[src/rtl/core/etvad_pkg.sv]
// Shared types and constants for the energy-threshold voice activity detector.
package etvad_pkg;

	// Configuration register widths and reset values.
	localparam int RATE_W     = 18;
	localparam int MILLIS_W   = 10;
	localparam int LIMIT_W    = 16;
	localparam int COUNT_W    = 4;
	localparam int CFG_DATA_W = 18;

	localparam logic [RATE_W-1:0]   RATE_RESET   = 18'd16000;
	localparam logic [MILLIS_W-1:0] MILLIS_RESET = 10'd30;
	localparam logic [LIMIT_W-1:0]  LIMIT_RESET  = 16'd500;
	localparam logic [COUNT_W-1:0]  COUNT_RESET  = 4'd1;

	// Frame length is rate * millis / 1000; the divide is a reciprocal multiply
	// that is exact for every product below 2^PROD_W.
	localparam int PROD_W     = RATE_W + MILLIS_W;
	localparam int LEN_W      = 19;
	localparam int DIV_SHIFT  = 38;
	localparam int DIV_MULT_W = 29;
	localparam logic [DIV_MULT_W-1:0] DIV_MULT = 29'd274877907;

	// Threshold is energy_limit * frame length.
	localparam int BAR_W = LIMIT_W + LEN_W;

	// Per-channel sum of magnitudes, saturating.
	localparam int SUM_W = 40;
	localparam int MAG_W = 17;

	localparam int SAMPLE_W = 16;
	localparam int OUT_CH_W = 3;
	localparam int OUT_POS_W = 32;

	typedef enum logic [1:0] {
		CFG_RATE_HZ,
		CFG_FRAME_MILLIS,
		CFG_ENERGY_LIMIT,
		CFG_CHANNEL_COUNT
	} cfg_index_t;

	typedef struct packed {
		logic signed [SAMPLE_W-1:0] sample;
		logic                       final_req;
	} sample_t;

	typedef struct packed {
		logic [OUT_CH_W-1:0]  channel;
		logic [OUT_POS_W-1:0] seg_start;
		logic [OUT_POS_W-1:0] seg_end;
		logic                 last;
	} seg_t;

	// Settled configuration as the datapath sees it.
	typedef struct packed {
		logic               busy;
		logic [COUNT_W-1:0] channel_count;
		logic [LEN_W-1:0]   frame_len;
		logic [BAR_W-1:0]   bar;
	} cfg_view_t;

	// Stream events reported to the configuration unit.
	typedef struct packed {
		logic open;
		logic start;
		logic close;
	} stream_evt_t;

endpackage

[src/rtl/core/etvad_seg_buf.sv]
// Result buffer that hands out the segments closed by one sample, one per transfer.
module etvad_seg_buf #(
	parameter int MAX_CHANNELS = 8
) (
	input  logic                              clk,
	input  logic                              arst_n,
	input  logic                              load,
	input  logic [MAX_CHANNELS-1:0]           close_mask,
	input  logic [MAX_CHANNELS-1:0]           flush_mask,
	input  logic [etvad_pkg::OUT_POS_W-1:0]   start [MAX_CHANNELS],
	input  logic [etvad_pkg::OUT_POS_W-1:0]   end_close,
	input  logic [etvad_pkg::OUT_POS_W-1:0]   end_flush,
	output logic                              free,
	output logic                              seg_valid,
	input  logic                              seg_stall,
	output etvad_pkg::seg_t                   seg_item
);

	localparam int CH_W = (MAX_CHANNELS > 1) ? $clog2(MAX_CHANNELS) : 1;

	logic [MAX_CHANNELS-1:0]         close_q;
	logic [MAX_CHANNELS-1:0]         flush_q;
	logic [etvad_pkg::OUT_POS_W-1:0] start_q [MAX_CHANNELS];
	logic [etvad_pkg::OUT_POS_W-1:0] end_close_q;
	logic [etvad_pkg::OUT_POS_W-1:0] end_flush_q;

	logic                    pick_close;
	logic [MAX_CHANNELS-1:0] pend;
	logic [MAX_CHANNELS-1:0] sel_mask;
	logic [MAX_CHANNELS-1:0] rest_close;
	logic [MAX_CHANNELS-1:0] rest_flush;
	logic [CH_W-1:0]         idx;
	logic                    take;
	logic                    is_last;

	// Segments closed at a frame boundary go out before those flushed at the
	// end of the stream, each group in channel order.
	always_comb begin
		pick_close = |close_q;
		pend = pick_close ? close_q : flush_q;
		idx = '0;
		for (int c = MAX_CHANNELS - 1; c >= 0; c--) begin
			if (pend[c]) begin
				idx = CH_W'(c);
			end
		end
		sel_mask   = MAX_CHANNELS'(1) << idx;
		rest_close = pick_close ? (close_q & ~sel_mask) : close_q;
		rest_flush = pick_close ? flush_q : (flush_q & ~sel_mask);
		is_last    = (rest_close == '0) && (rest_flush == '0);
	end

	assign seg_valid = (|close_q) || (|flush_q);
	assign take      = seg_valid && !seg_stall;
	assign free      = !seg_valid || (take && is_last);

	always_comb begin
		seg_item.channel   = etvad_pkg::OUT_CH_W'(idx);
		seg_item.seg_start = start_q[idx];
		seg_item.seg_end   = pick_close ? end_close_q : end_flush_q;
		seg_item.last      = is_last;
	end

	always_ff @(posedge clk or negedge arst_n) begin
		if (!arst_n) begin
			close_q <= '0;
			flush_q <= '0;
		end else if (load) begin
			close_q <= close_mask;
			flush_q <= flush_mask;
		end else if (take) begin
			close_q <= rest_close;
			flush_q <= rest_flush;
		end
	end

	always_ff @(posedge clk) begin
		if (load) begin
			start_q     <= start;
			end_close_q <= end_close;
			end_flush_q <= end_flush;
		end
	end

endmodule

[config.mk]
export PLATFORM = sky130hd
export DESIGN_NAME = etvad_seg_buf
export DESIGN_NICKNAME = d
export VERILOG_FILES = /design/src/rtl/core/etvad_pkg.sv /design/src/rtl/core/etvad_seg_buf.sv
export SDC_FILE = /design/constraint.sdc
export NUM_CORES = 1
export LEC_CHECK = 0
export ABC_AREA = 0
export BUFFER_PORTS_ARGS = -buffer_cell sky130_fd_sc_hd__buf_2
export CAP_MARGIN = 0
export CELL_PAD_IN_SITES_DETAIL_PLACEMENT = 1
export CELL_PAD_IN_SITES_GLOBAL_PLACEMENT = 1
export CORE_AREA = 2 2 176 222
export DETAILED_ROUTE_END_ITERATION = 12
export DIE_AREA = 0 0 178 224
export PLACE_DENSITY_LB_ADDON = 0.1
export SYNTH_ARGS = -nofsm -noshare
export SYNTH_HDL_FRONTEND = slang
export SYNTH_SLANG_ARGS = --single-unit
[constraint.sdc]
create_clock -name clk -period 3.05 [get_ports clk]
set_clock_uncertainty 0.1 [all_clocks]
set_input_delay 0.61 -clock clk [delete_from_list [all_inputs] [get_ports clk]]
set_output_delay 0.61 -clock clk [all_outputs]
set_load 0.05 [all_outputs]
### Word-level counts from Yosys, hierarchy flattened

Index checks and enable logic that the tools add are counted.

| storage, ports and cells | value |
|---|---|
| register bits | 336 |
| latch bits | 0 |
| RAM bits | 0 |
| ROM bits | 0 |
| input bits | 340 |
| output and inout bits | 70 |
| logic and storage cells | 49 |
| memories kept | 0 |

| cells by class | value |
|---|---|
| add/subtract/negate cells | 0 |
| $mul | 0 |
| divide/modulo/power cells | 0 |
| magnitude comparators | 1 |
| equal/unequal tests | 0 |
| shift operators | 1 |
| mux-type cells | 19 |
| bitwise logic cells | 4 |
| reductions and logical operators | 12 |

Operators with widths:

| cell | number |
|---|---|
| 32-bit binary-select mux with 3-bit select | 1 |
| 32-bit two-way mux | 3 |
| 8-bit two-way mux | 7 |
| 3-bit two-way mux | 8 |
| 8-bit AND | 2 |
| 8-bit logical NOT | 2 |
| 8-bit OR reduction | 2 |
| 8-bit NOT | 1 |
| 1-bit by 3-bit left shift with 8-bit output (first input constant) | 1 |
| 4-bit >= comparator (second input constant) | 1 |
| 3-bit NOT with 4-bit output | 1 |
| 1-bit logical AND | 3 |
| 1-bit logical NOT | 2 |
| 1-bit logical OR | 2 |
| 2-bit nonzero test | 1 |

### Depth between registers and ports, before layout

Gate-level depths: netlist (run 1).

| depth | value |
|---|---|
| depth after elaboration | 18 |
| mapped depth | 11 |
| mapped depth without buffers | 8 |

### Worst setup path after synthesis (run 1)

Ideal clock, no wire load.

| path | value |
|---|---|
| kind | register to output |
| start | reg close_q[2] |
| end | out free |
| arrival | 3.021 ns |
| required time | 2.340 ns |
| setup slack | -0.681 ns |
| stages on the path, launching flop included | 10 |
| buffers on the path | 1 |
| path through | dfrtp_1 > or4_1 > o41ai_2 > a22oi_4 > inv_2 > buf_4 > nand4_1 > o221ai_1 > o211ai_1 > o31ai_2 |

RTL lines:

| item | RTL line | source |
|---|---|---|
| from (decl) | etvad_seg_buf.sv:21 | `logic [MAX_CHANNELS-1:0] close_q;` |
| from (signal assigned) | etvad_seg_buf.sv:69 | `close_q <= close_mask;` |
| from (signal assigned) | etvad_seg_buf.sv:72 | `close_q <= rest_close;` |
| to (decl) | etvad_seg_buf.sv:13 | `output logic free,` |

### Final worst setup path (run 1)

| path | value |
|---|---|
| start | reg close_q[4] |
| end | out free |

| between the ends | value |
|---|---|
| word-level cells in the longest chain between the ends | 18 |
| elaborated cells on any way between the ends | 24 |
| those cells by class | shift: 1; mux: 11; bitwise: 3; reduce/logical: 9 |

Ends and longest elaborated chain:

| item | RTL line | source |
|---|---|---|
| 8-bit OR reduction | etvad_seg_buf.sv:39, etvad_seg_buf.sv:53 |  |
| 8-bit two-way mux | etvad_seg_buf.sv:40 | `pend = pick_close ? close_q : flush_q;` |
| 3-bit two-way mux (8 in a row) | etvad_seg_buf.sv:43 | `if (pend[c]) begin` |
| 1-bit by 3-bit left shift with 8-bit output | etvad_seg_buf.sv:47 | `sel_mask = MAX_CHANNELS'(1) << idx;` |
| 8-bit NOT | etvad_seg_buf.sv:48, etvad_seg_buf.sv:49 |  |
| 8-bit AND, on equally long branches | etvad_seg_buf.sv:48, etvad_seg_buf.sv:49 |  |
| 8-bit two-way mux, on equally long branches | etvad_seg_buf.sv:48, etvad_seg_buf.sv:49 |  |
| 8-bit logical NOT | etvad_seg_buf.sv:50 | `is_last = (rest_close == '0) && (rest_flush == '0);` |
| 1-bit logical AND | etvad_seg_buf.sv:50 |  |
| 1-bit logical AND | etvad_seg_buf.sv:55 | `assign free = !seg_valid \|\| (take && is_last);` |
| 1-bit logical OR * | etvad_seg_buf.sv:55 |  |

Mark *: on every way between the ends. The rest lies on a longest branch, timed or not.

==> impl_metrics.tcl, run 1 <==
set metrics [dict create \
    dieHeight_um 224 \
    fin_crit_ns 3.98 \
    tightest_slew_ns 0.718 \
    grt_pass1_vias 12100 \
    place_ws_ns -0.458 \
    ios 410 \
    drc_errors 0 \
    wl_per_cell_um 22.6 \
    status "complete, but fails checks" \
    drv_cap 0 \
    crit_path_max_fanout 7 \
    worstSkewPairLatency_ns 0.52 \
    violations "setup timing" \
    async_flop_share 0.0476 \
    rows 80 \
    synth_cell_types 54 \
    reg2reg_depth 12 \
    firstDrtPassIters 4 \
    crit_arrival_ns 3.27 \
    endpoint_kind "output pin" \
    antenna_left 0 \
    crit_type "reg -> out" \
    dr_total_vias 10800 \
    io_buffers 409 \
    fillers 3757 \
    place_hpwl_mm 31.3 \
    synth_edf_count 320 \
    grt_pass1_wl_mm 71.3 \
    fin_setup_tns_ns -40.11 \
    yosysSeqAreaShare 0.744 \
    avgSynthCellArea_um2 13.0 \
    vias_per_cell 5.02 \
    synth_fp_nets 1378 \
    cts_buffers 37 \
    start_util 0.356 \
    whs_path_depth 1 \
    drt_iter0_drc 562 \
    core_um2 37700 \
    slew_viol_final 0 \
    gp_congestion 0.851 \
    yosys_warnings 0 \
    ys_dominant_reg_cell "edfxtp_1" \
    syn2layout_area_growth_pct 62.8 \
    startpoint_type "flop" \
    drive_above_1_share 0.540 \
    track_usage 0.241 \
    antenna_found_initial 18 \
    hold_viol 0 \
    syn-cell-area_um2 13500 \
    critical_path_required_ns 2.34 \
    grt_overflow 0 \
    ir_drop_mv 0.393 \
    die_area_um2 39900 \
    synthCells 1038 \
    clk_pin_slew_worst_paths_ns 0.06 \
    fin_nets 1970 \
    die_w_um 178 \
    clock_path_buffers 3 \
    synth_seq_cells 336 \
    root_buffer "clkbuf_16" \
    fin_ws_ns -0.934 \
    fmaxAchievable_mhz 251 \
    period_share 1.31 \
    utilization 0.580 \
    tritoncts "built" \
    p_per_area_nw_per_um2 653 \
    wl_mm 48.9 \
    setup-violations-final 70 \
    hp-class "in -> reg" \
    rsz0062_at_grt "true" \
    multi_input_area_um2 4710 \
    seqCellArea_um2 10000 \
    h-tree-depth 2 \
    p_leak_nw 9.14 \
    slew_headroom 0.522 \
    clock-sinks 336 \
    grt_max_degree 84 \
]
## cells by family (layout without fill, tap and decap cells)
| group | after synthesis | count (layout) | synth area share |
|---|---|---|---|
| simple gates | 505 | 505 | 0.158 |
| flops | 336 | 336 | 0.744 |
| compound gates | 128 | 128 | 0.0763 |
| buf+inv | 69 | 685 | 0.0214 |
| other cells | 0 | 14 | 0 |
## sequential cells by signal, indices dropped and copies added (netlist names)
name / count
close_q: 8
end_close_q: 32
end_flush_q: 32
flush_q: 8
start_q: 256
## critical path, cell delays in order (launching register included)
cell     delay, ns
dfrtp_1       0.42
or4_4         0.59
o311a_1       0.35
a22oi_4       0.23
inv_4         0.10
or3_4         0.38
o22ai_2       0.11
a31oi_2       0.08
o31ai_4       0.31
buf_12        0.18
## report_power, final
part | internal [W] | total (W) | switching, W
sequential | 0.00546 | 0.00561 | 0.000142
combinational | 0.00200 | 0.00425 | 0.00225
clock | 0.00261 | 0.00446 | 0.00184
total | 0.0101 | 0.0143 | 0.00423
## cell usage after synthesis, types with 2 or more instances
library cell  count  share of area
dfrtp_1          16          0.030
inv_2             2        0.00056
clkbuf_1         43          0.012
o21ai_1          27          0.010
inv_1             5         0.0014
nor3_1            2        0.00074
or4_1             2         0.0011
buf_4             5         0.0028
edfxtp_1        320           0.71
a31o_1           32          0.021
nor2_1            9         0.0025
nor4_1            2        0.00093
o21ai_0           2        0.00074
a311oi_1         32          0.021
nand2_1         377           0.11
a21oi_1           7         0.0026
nand3_1          67          0.025
o221ai_1          2         0.0013
buf_1             6         0.0017
or3_1             2        0.00093
o31ai_1           3         0.0017
o22ai_1           3         0.0014
or2_2             2        0.00093
o211ai_1          2         0.0011
nand4_1           2        0.00093
buf_2             7         0.0026
and3_1           32          0.015
## timing repair
item	CTS	global route
endpoints found under the hold margin	16	0
resized for setup	367	121
cloned	13	3
buffers inserted	51	28
endpoints found under the setup margin	70	70
pin swaps	73	35
hold buffers	1	0
## path summary, 6_finish.rpt
kind                                         from                        to  slack, ns
min in group asynchronous                  arst_n    flush_q[2]$_DFFE_PN0P_       0.50
max in group asynchronous                  arst_n    flush_q[4]$_DFFE_PN0P_       2.06
setup / recovery           close_q[4]$_DFFE_PN0P_                      free      -0.93
hold / removal                       end_flush[5]  end_flush_q[5]$_DFFE_PP_       0.14
hold reg to reg            close_q[7]$_DFFE_PN0P_    close_q[7]$_DFFE_PN0P_       0.55
setup reg to reg           close_q[4]$_DFFE_PN0P_    flush_q[0]$_DFFE_PN0P_       0.24
## per-stage QoR
step / cell area [um2] / total power (W) / instances / hold slack [ns]
after floorplan: 14000 / 0.00745 / 1038 / 0.214
final: 21900 / 0.0143 / 2160 / 0.144
after global placement: 17700 / 0.00874 / 2000 / 0.439
after detailed placement: 17700 / 0.00880 / 2000 / 0.443
after global routing: 21900 / 0.0148 / 2158 / 0.127
after CTS: 21100 / 0.0141 / 2126 / 0.123
## routing by layer
metal | track usage | share of wire | vias to the layer above
met5 | 0 | 0.0012 | -
met4 | 0.0973 | 0.037 | 10
met3 | 0.0446 | 0.049 | 112
met2 | 0.438 | 0.54 | 321
met1 | 0.276 | 0.37 | 5390
li1 | - | - | 5010
## layout by cell type (no fill, tap or decap), types with 8 or more instances in the layout
cell / instances
buf_2: 338
edfxtp_1: 320
nand2_1: 303
buf_4: 114
buf_8: 63
buf_12: 57
nand2_4: 44
clkbuf_16: 40
a31o_4: 31
nand2_2: 29
a311oi_2: 29
buf_6: 28
nand3_1: 27
o21ai_1: 27
nand3_2: 20
nand3_4: 20
and3_4: 19
dfrtp_1: 16
diode_2: 14
and3_1: 13
buf_16: 9
nor2_1: 8
## area by class of cell
class                   instances  area share
flip-flops and latches        336       0.457
repair buffers                613       0.242
multi-input cells             633       0.215
clock buffers                  44      0.0444
well taps                     492      0.0281
clock inverters                19     0.00937
inverters                       8     0.00263
diodes                         14     0.00160
repair inverters                1    0.000400
No activity file was read; power rests on OpenSTA's default activity.
==> run 2, diff against run 1 <==
--- a/config.mk
+++ b/config.mk
@@ -16,2 +16,3 @@
 export PLACE_DENSITY_LB_ADDON = 0.1
+export REMOVE_ABC_BUFFERS = 1
 export SYNTH_ARGS = -nofsm -noshare
==> constraint.sdc (replaced) <==
create_clock -name clk -period 3.05 [get_ports clk]
set_clock_uncertainty 0.1 [all_clocks]
set_input_delay 0.4575 -clock clk [delete_from_list [all_inputs] [get_ports clk]]
set_output_delay 0.4575 -clock clk [all_outputs]
set_load 0.05 [all_outputs]
==> run 2 against run 1 <==
Against the previous run: the flow still finishes with violations (setup timing); fmax is 3.7% higher; clock power down 6.3%; worst setup slack better by 0.14 ns; register-to-register slack worse by 0.25 ns; count of clock-buffer cells in the layout up 3; combinational power down 13%; critical path type unchanged; largest cell class unchanged; largest power group unchanged; highest routed layer unchanged.
==> impl_metrics.tcl, run 2 (synthesis results as in run 1) <==
set metrics [dict create \
    fmaxAchievable_mhz 260 \
    setup-violations-final 69 \
    grt_max_degree 63 \
    crit_arrival_ns 3.28 \
    critical_path_required_ns 2.49 \
    core_um2 37700 \
    grt_pass1_wl_mm 73.2 \
    status "complete, but fails checks" \
    fin_ws_ns -0.791 \
    antenna_found_initial 12 \
    drv_cap 0 \
    largest_reg_flops 256 \
    busiest_layer "met2" \
    grt_pass1_vias 12700 \
    hp-class "in -> reg" \
    root_buffer "clkbuf_16" \
    die_w_um 178 \
    clock-sinks 336 \
    wl_mm 50.4 \
    crit_path_max_fanout 17 \
    gp_congestion 0.849 \
    p_total_w 0.0134 \
    tritoncts "built" \
    p_leak_nw 8.96 \
    rsz0062_at_grt "true" \
    vias_per_cell 5.00 \
    drive_above_1_share 0.405 \
    clk_pin_slew_worst_paths_ns 0.06 \
    period_share 1.26 \
    drc_errors 0 \
    grt_use_met3 0.0484 \
    slew_headroom 0.561 \
    place_inst 2000 \
    cp_cell_sequence "or4_4, o41a_1, o21ai_4, buf_6, buf_12, and3_1, a311oi_1, buf_4, a31o_1, buf_6" \
    die_area_um2 39900 \
    wl_per_cell_um 22.1 \
    grt_use_met2 0.450 \
    endpoint_kind "output pin" \
    ir_drop_mv 0.516 \
    startpoint_type "flop" \
    tightest_slew_ns 0.654 \
    firstDrtPassIters 5 \
    worstSkewPairLatency_ns 0.53 \
    ios 410 \
    clock_path_buffers 3 \
    slowest_stage "or4_4" \
    rows 80 \
    grt_overflow 0 \
    crit_type "reg -> out" \
    dr_total_vias 11400 \
    cp_common_cell "buf_6" \
    cts_buffers 36 \
    antenna_left 0 \
    violations "setup timing" \
    placed_cell_area_um2 17100 \
    reg_top3 "start_q (256), end_close_q (32), end_flush_q (32)" \
    slew_viol_final 0 \
    layout_common_cells "nand2_1 (361), buf_2 (338), edfxtp_1 (320)" \
    use_met1 0.276 \
    fin_hold_ws_ns 0.0146 \
    final_cell_area_um2 21600 \
    track_usage 0.246 \
    place_hpwl_mm 31.5 \
    io_buffers 409 \
    syn2layout_area_growth_pct 60.8 \
    slowest_delay_ns 0.58 \
    p_per_area_nw_per_um2 621 \
    drt_iter0_drc 533 \
    h-tree-depth 2 \
    hold_viol 0 \
    largest-register "start_q" \
    start_util 0.356 \
    fin_nets 2098 \
    dieHeight_um 224 \
    mostFrequentLayoutCell "nand2_1" \
    fin_crit_ns 3.84 \
    final_cells 2283 \
]
-- run 2: metal layers --
layer  vias to the layer above  routed length (um)
li1                       5250                   -
met1                      5647               18700
met2                       397               26900
met3                       119                2740
met4                         6                1980
met5                         -                  41
-- run 2: critical path, delay by kind of cell (launching register included) --
family | cells | cell delay (ns)
AOI/OAI and AO/OA | 4 | 0.96
and+or+nand+nor | 2 | 0.74
buffers and inverters | 4 | 0.62
DFF | 1 | 0.43
-- run 2: timing repair --
action,in CTS,in global routing
gates resized for setup,238,69
hold endpoints to repair,186,0
gates cloned,5,1
setup buffers,27,17
hold buffers,171,0
pin swaps,29,22
setup endpoints to repair,70,73
-- run 2: power breakdown --
group	leakage [nW]	internal (W)	total, W	switching, W
logic	5.10	0.00161	0.00368	0.00206
registers	3.33	0.00546	0.00558	0.000122
clock network	0.531	0.00239	0.00418	0.00179
-- run 2: layout make-up --
class                   instances  area, um2
multi-input cells             633       3710
diodes                          9       22.5
inverters                       8       45.0
well taps                     492        616
flip-flops and latches        336      10000
clock inverters                15        121
clock buffers                  47        963
fillers                      3878      16100
repair buffers                743       6150
-- run 2: path summary, 6_finish.rpt --
path / start / end / slack (ns) / cells after the start
hold reg to reg: close_q[0]$_DFFE_PN0P_ / close_q[0]$_DFFE_PN0P_ / 0.53 / 2
min in group asynchronous: arst_n / flush_q[3]$_DFFE_PN0P_ / 0.28 / 2
max in group asynchronous: arst_n / close_q[7]$_DFFE_PN0P_ / 2.27 / 2
setup reg to reg: close_q[3]$_DFFE_PN0P_ / close_q[4]$_DFFE_PN0P_ / -0.01 / 13
hold / removal: start[233] / start_q[233]$_DFFE_PP_ / 0.01 / 1
setup / recovery: close_q[3]$_DFFE_PN0P_ / seg_item[42] / -0.79 / 10
-- run 2: stage by stage --
stage           util  setup WS, ns  TNS, ns
6_report       0.573        -0.791   -34.52
5_1_grt        0.573        -0.885   -40.56
2_1_floorplan      -         -3.84  -171.45
3_5_place_dp   0.454        -0.543    -9.51
4_1_cts        0.563        -0.804   -44.45
3_3_place_gp   0.454        -0.546    -9.02
==> run 3, diff against run 2 <==
CORE_AREA = 2 2 160 201   (was 2 2 176 222)
DIE_AREA = 0 0 162 203   (was 0 0 178 224)
clock period = 4.9 ns   (was 3.05 ns; I/O delays follow)
==> run 3 against run 2 <==
Against the previous run: the flow now finishes without violations; routed wire length fell by 19%; total power fell by 45%; first-iteration DRC count fell by 3.9%; core utilization fell by 1.9 points; hold slack improved by 0.0089 ns.
==> impl_metrics.tcl, run 3 (synthesis results as in run 1) <==
set metrics [dict create \
    firstDrtPassIters 5 \
    crit_path_max_fanout 21 \
    h-tree-depth 2 \
    grt_pass1_wl_mm 61.0 \
    worstSkewPairLatency_ns 0.52 \
    grt_pass1_vias 11000 \
    path_buf_inv 2 \
    drt_iter0_drc 512 \
    grt_max_degree 133 \
    vias_per_cell 5.30 \
    fin_crit_ns 4.65 \
    power_frac_comb 0.196 \
    critical_path_required_ns 4.07 \
    critPathTopFamily "compound AO/OA/AOI/OAI gates" \
    hold_viol 0 \
    track_usage 0.245 \
    dieHeight_um 203 \
    p_clk_frac 0.334 \
    slowest_stage "nor4_1" \
    drv_cap 0 \
    slowest_delay_ns 0.77 \
    syn2layout_area_growth_pct 27.1 \
    clock-sinks 336 \
    die_area_um2 32900 \
    tritoncts "built" \
    gp_congestion 0.906 \
    antenna_left 0 \
    period_share 0.948 \
    p_total_w 0.00742 \
    cts_buffers 35 \
    endpoint_kind "output pin" \
    placed_cell_area_um2 16000 \
    wl_per_cell_um 21.7 \
    p_per_area_nw_per_um2 434 \
    io_buffers 409 \
    core_um2 30800 \
    regToRegSetupSlack_ns 1.48 \
    fin_nets 1781 \
    wl_mm 41.0 \
    drive_above_1_share 0.338 \
    drc_errors 0 \
    utilization 0.555 \
    fmaxAchievable_mhz 215 \
    crit_type "reg -> out" \
    startpoint_type "flop" \
    reg_top3 "start_q (256), end_close_q (32), end_flush_q (32)" \
    layout_common_cells "buf_2 (408), nand2_1 (377), edfxtp_1 (320)" \
    cts_resized 0 \
    ios 410 \
    final_cell_area_um2 17100 \
    r2r_start "close_q[2]$_DFFE_PN0P_" \
    mostFrequentLayoutCell "buf_2" \
    swShare 0.295 \
    dr_total_vias 10000 \
    crit-reg2reg-capture "flush_q[2]$_DFFE_PN0P_" \
    p_leak_nw 7.04 \
    cts_setup_buffers 0 \
    clk_pin_slew_worst_paths_ns 0.06 \
    cts_hold_buf 0 \
    rows 72 \
    tightest_slew_ns 0.995 \
    grt_overflow 0 \
    reg2reg_depth 8 \
    start_util 0.437 \
    cp_cell_sequence "nor4_1, nand4b_1, o311ai_2, o21a_2, buf_4, a311oi_1, a31o_1, buf_2" \
    largest-register "start_q" \
    clock_path_buffers 3 \
    setup-violations-final 0 \
    largest_reg_flops 256 \
    internal_power_w 0.00523 \
    rsz0062_at_grt "false" \
    root_buffer "clkbuf_16" \
    power.switching_w 0.00219 \
    slew_headroom 0.337 \
    place_hpwl_mm 28.5 \
    antenna_found_initial 29 \
    crit_arrival_ns 3.81 \
    pwr-share-seq 0.470 \
    ir_drop_mv 0.342 \
    hp-class "in -> async" \
    status "finished clean" \
    die_w_um 162 \
    slew_viol_final 0 \
]
run 3: how the worst max path moves through the flow:
stage | startpoint | end | slack, ns | cells after the start
6_report | close_q[2]$_DFFE_PN0P_ | seg_item[33] | 0.25 | 8
5_1_grt | close_q[2]$_DFFE_PN0P_ | free | 0.03 | 8
4_1_cts | close_q[2]$_DFFE_PN0P_ | seg_item[50] | 0.24 | 8
3_5_place_dp | close_q[2]$_DFFE_PN0P_ | free | 0.79 | 8
3_3_place_gp | close_q[3]$_DFFE_PN0P_ | seg_item[57] | 0.86 | 8
2_1_floorplan | close_q[5]$_DFFE_PN0P_ | seg_item[0] | -2.26 | 8
run 3: area by class of cell:
class | instances | area, um2
Sequential cell | 336 | 10000
Antenna cell | 21 | 52.6
Clock buffer | 45 | 935
Inverter | 8 | 33.8
Multi-Input combinational cell | 633 | 3170
Tap cell | 407 | 509
Fill cell | 3293 | 13700
Clock inverter | 16 | 121
Timing Repair Buffer | 427 | 2270
run 3: power by group through the flow:
stage | sequential [W] | combinational, W | clock [W]
after floorplan | 0.00351 | 0.000908 | 0
after global placement | 0.00353 | 0.00144 | 0
after detailed placement | 0.00354 | 0.00146 | 0
after CTS | 0.00349 | 0.00147 | 0.00254
after global routing | 0.00351 | 0.00156 | 0.00265
final | 0.00349 | 0.00145 | 0.00248
run 3: routing by layer:
layer  wire [um]  GRT usage  vias up
met4        1560      0.113       16
met2       21600      0.442      391
met3        3220     0.0719       94
met5          88          0        -
li1            -          -     4629
met1       14500      0.262     4907
run 3: worst reg2reg max path, delay by kind of cell (launching register included):
family          cells  cell delay, ns
buf+inv             1            0.42
compound gates      4            1.11
simple gates        3            1.19
flops               1            0.45
run 3: per-stage QoR:
stage,cells,TNS [ns],setup WS [ns],hold WS [ns]
2_1_floorplan,977,-84.12,-2.26,0.339
3_3_place_gp,1811,0,0.861,0.499
3_5_place_dp,1811,0,0.787,0.511
4_1_cts,1872,0,0.236,0.0169
5_1_grt,1888,0,0.0295,0.0316
6_report,1893,0,0.255,0.0235
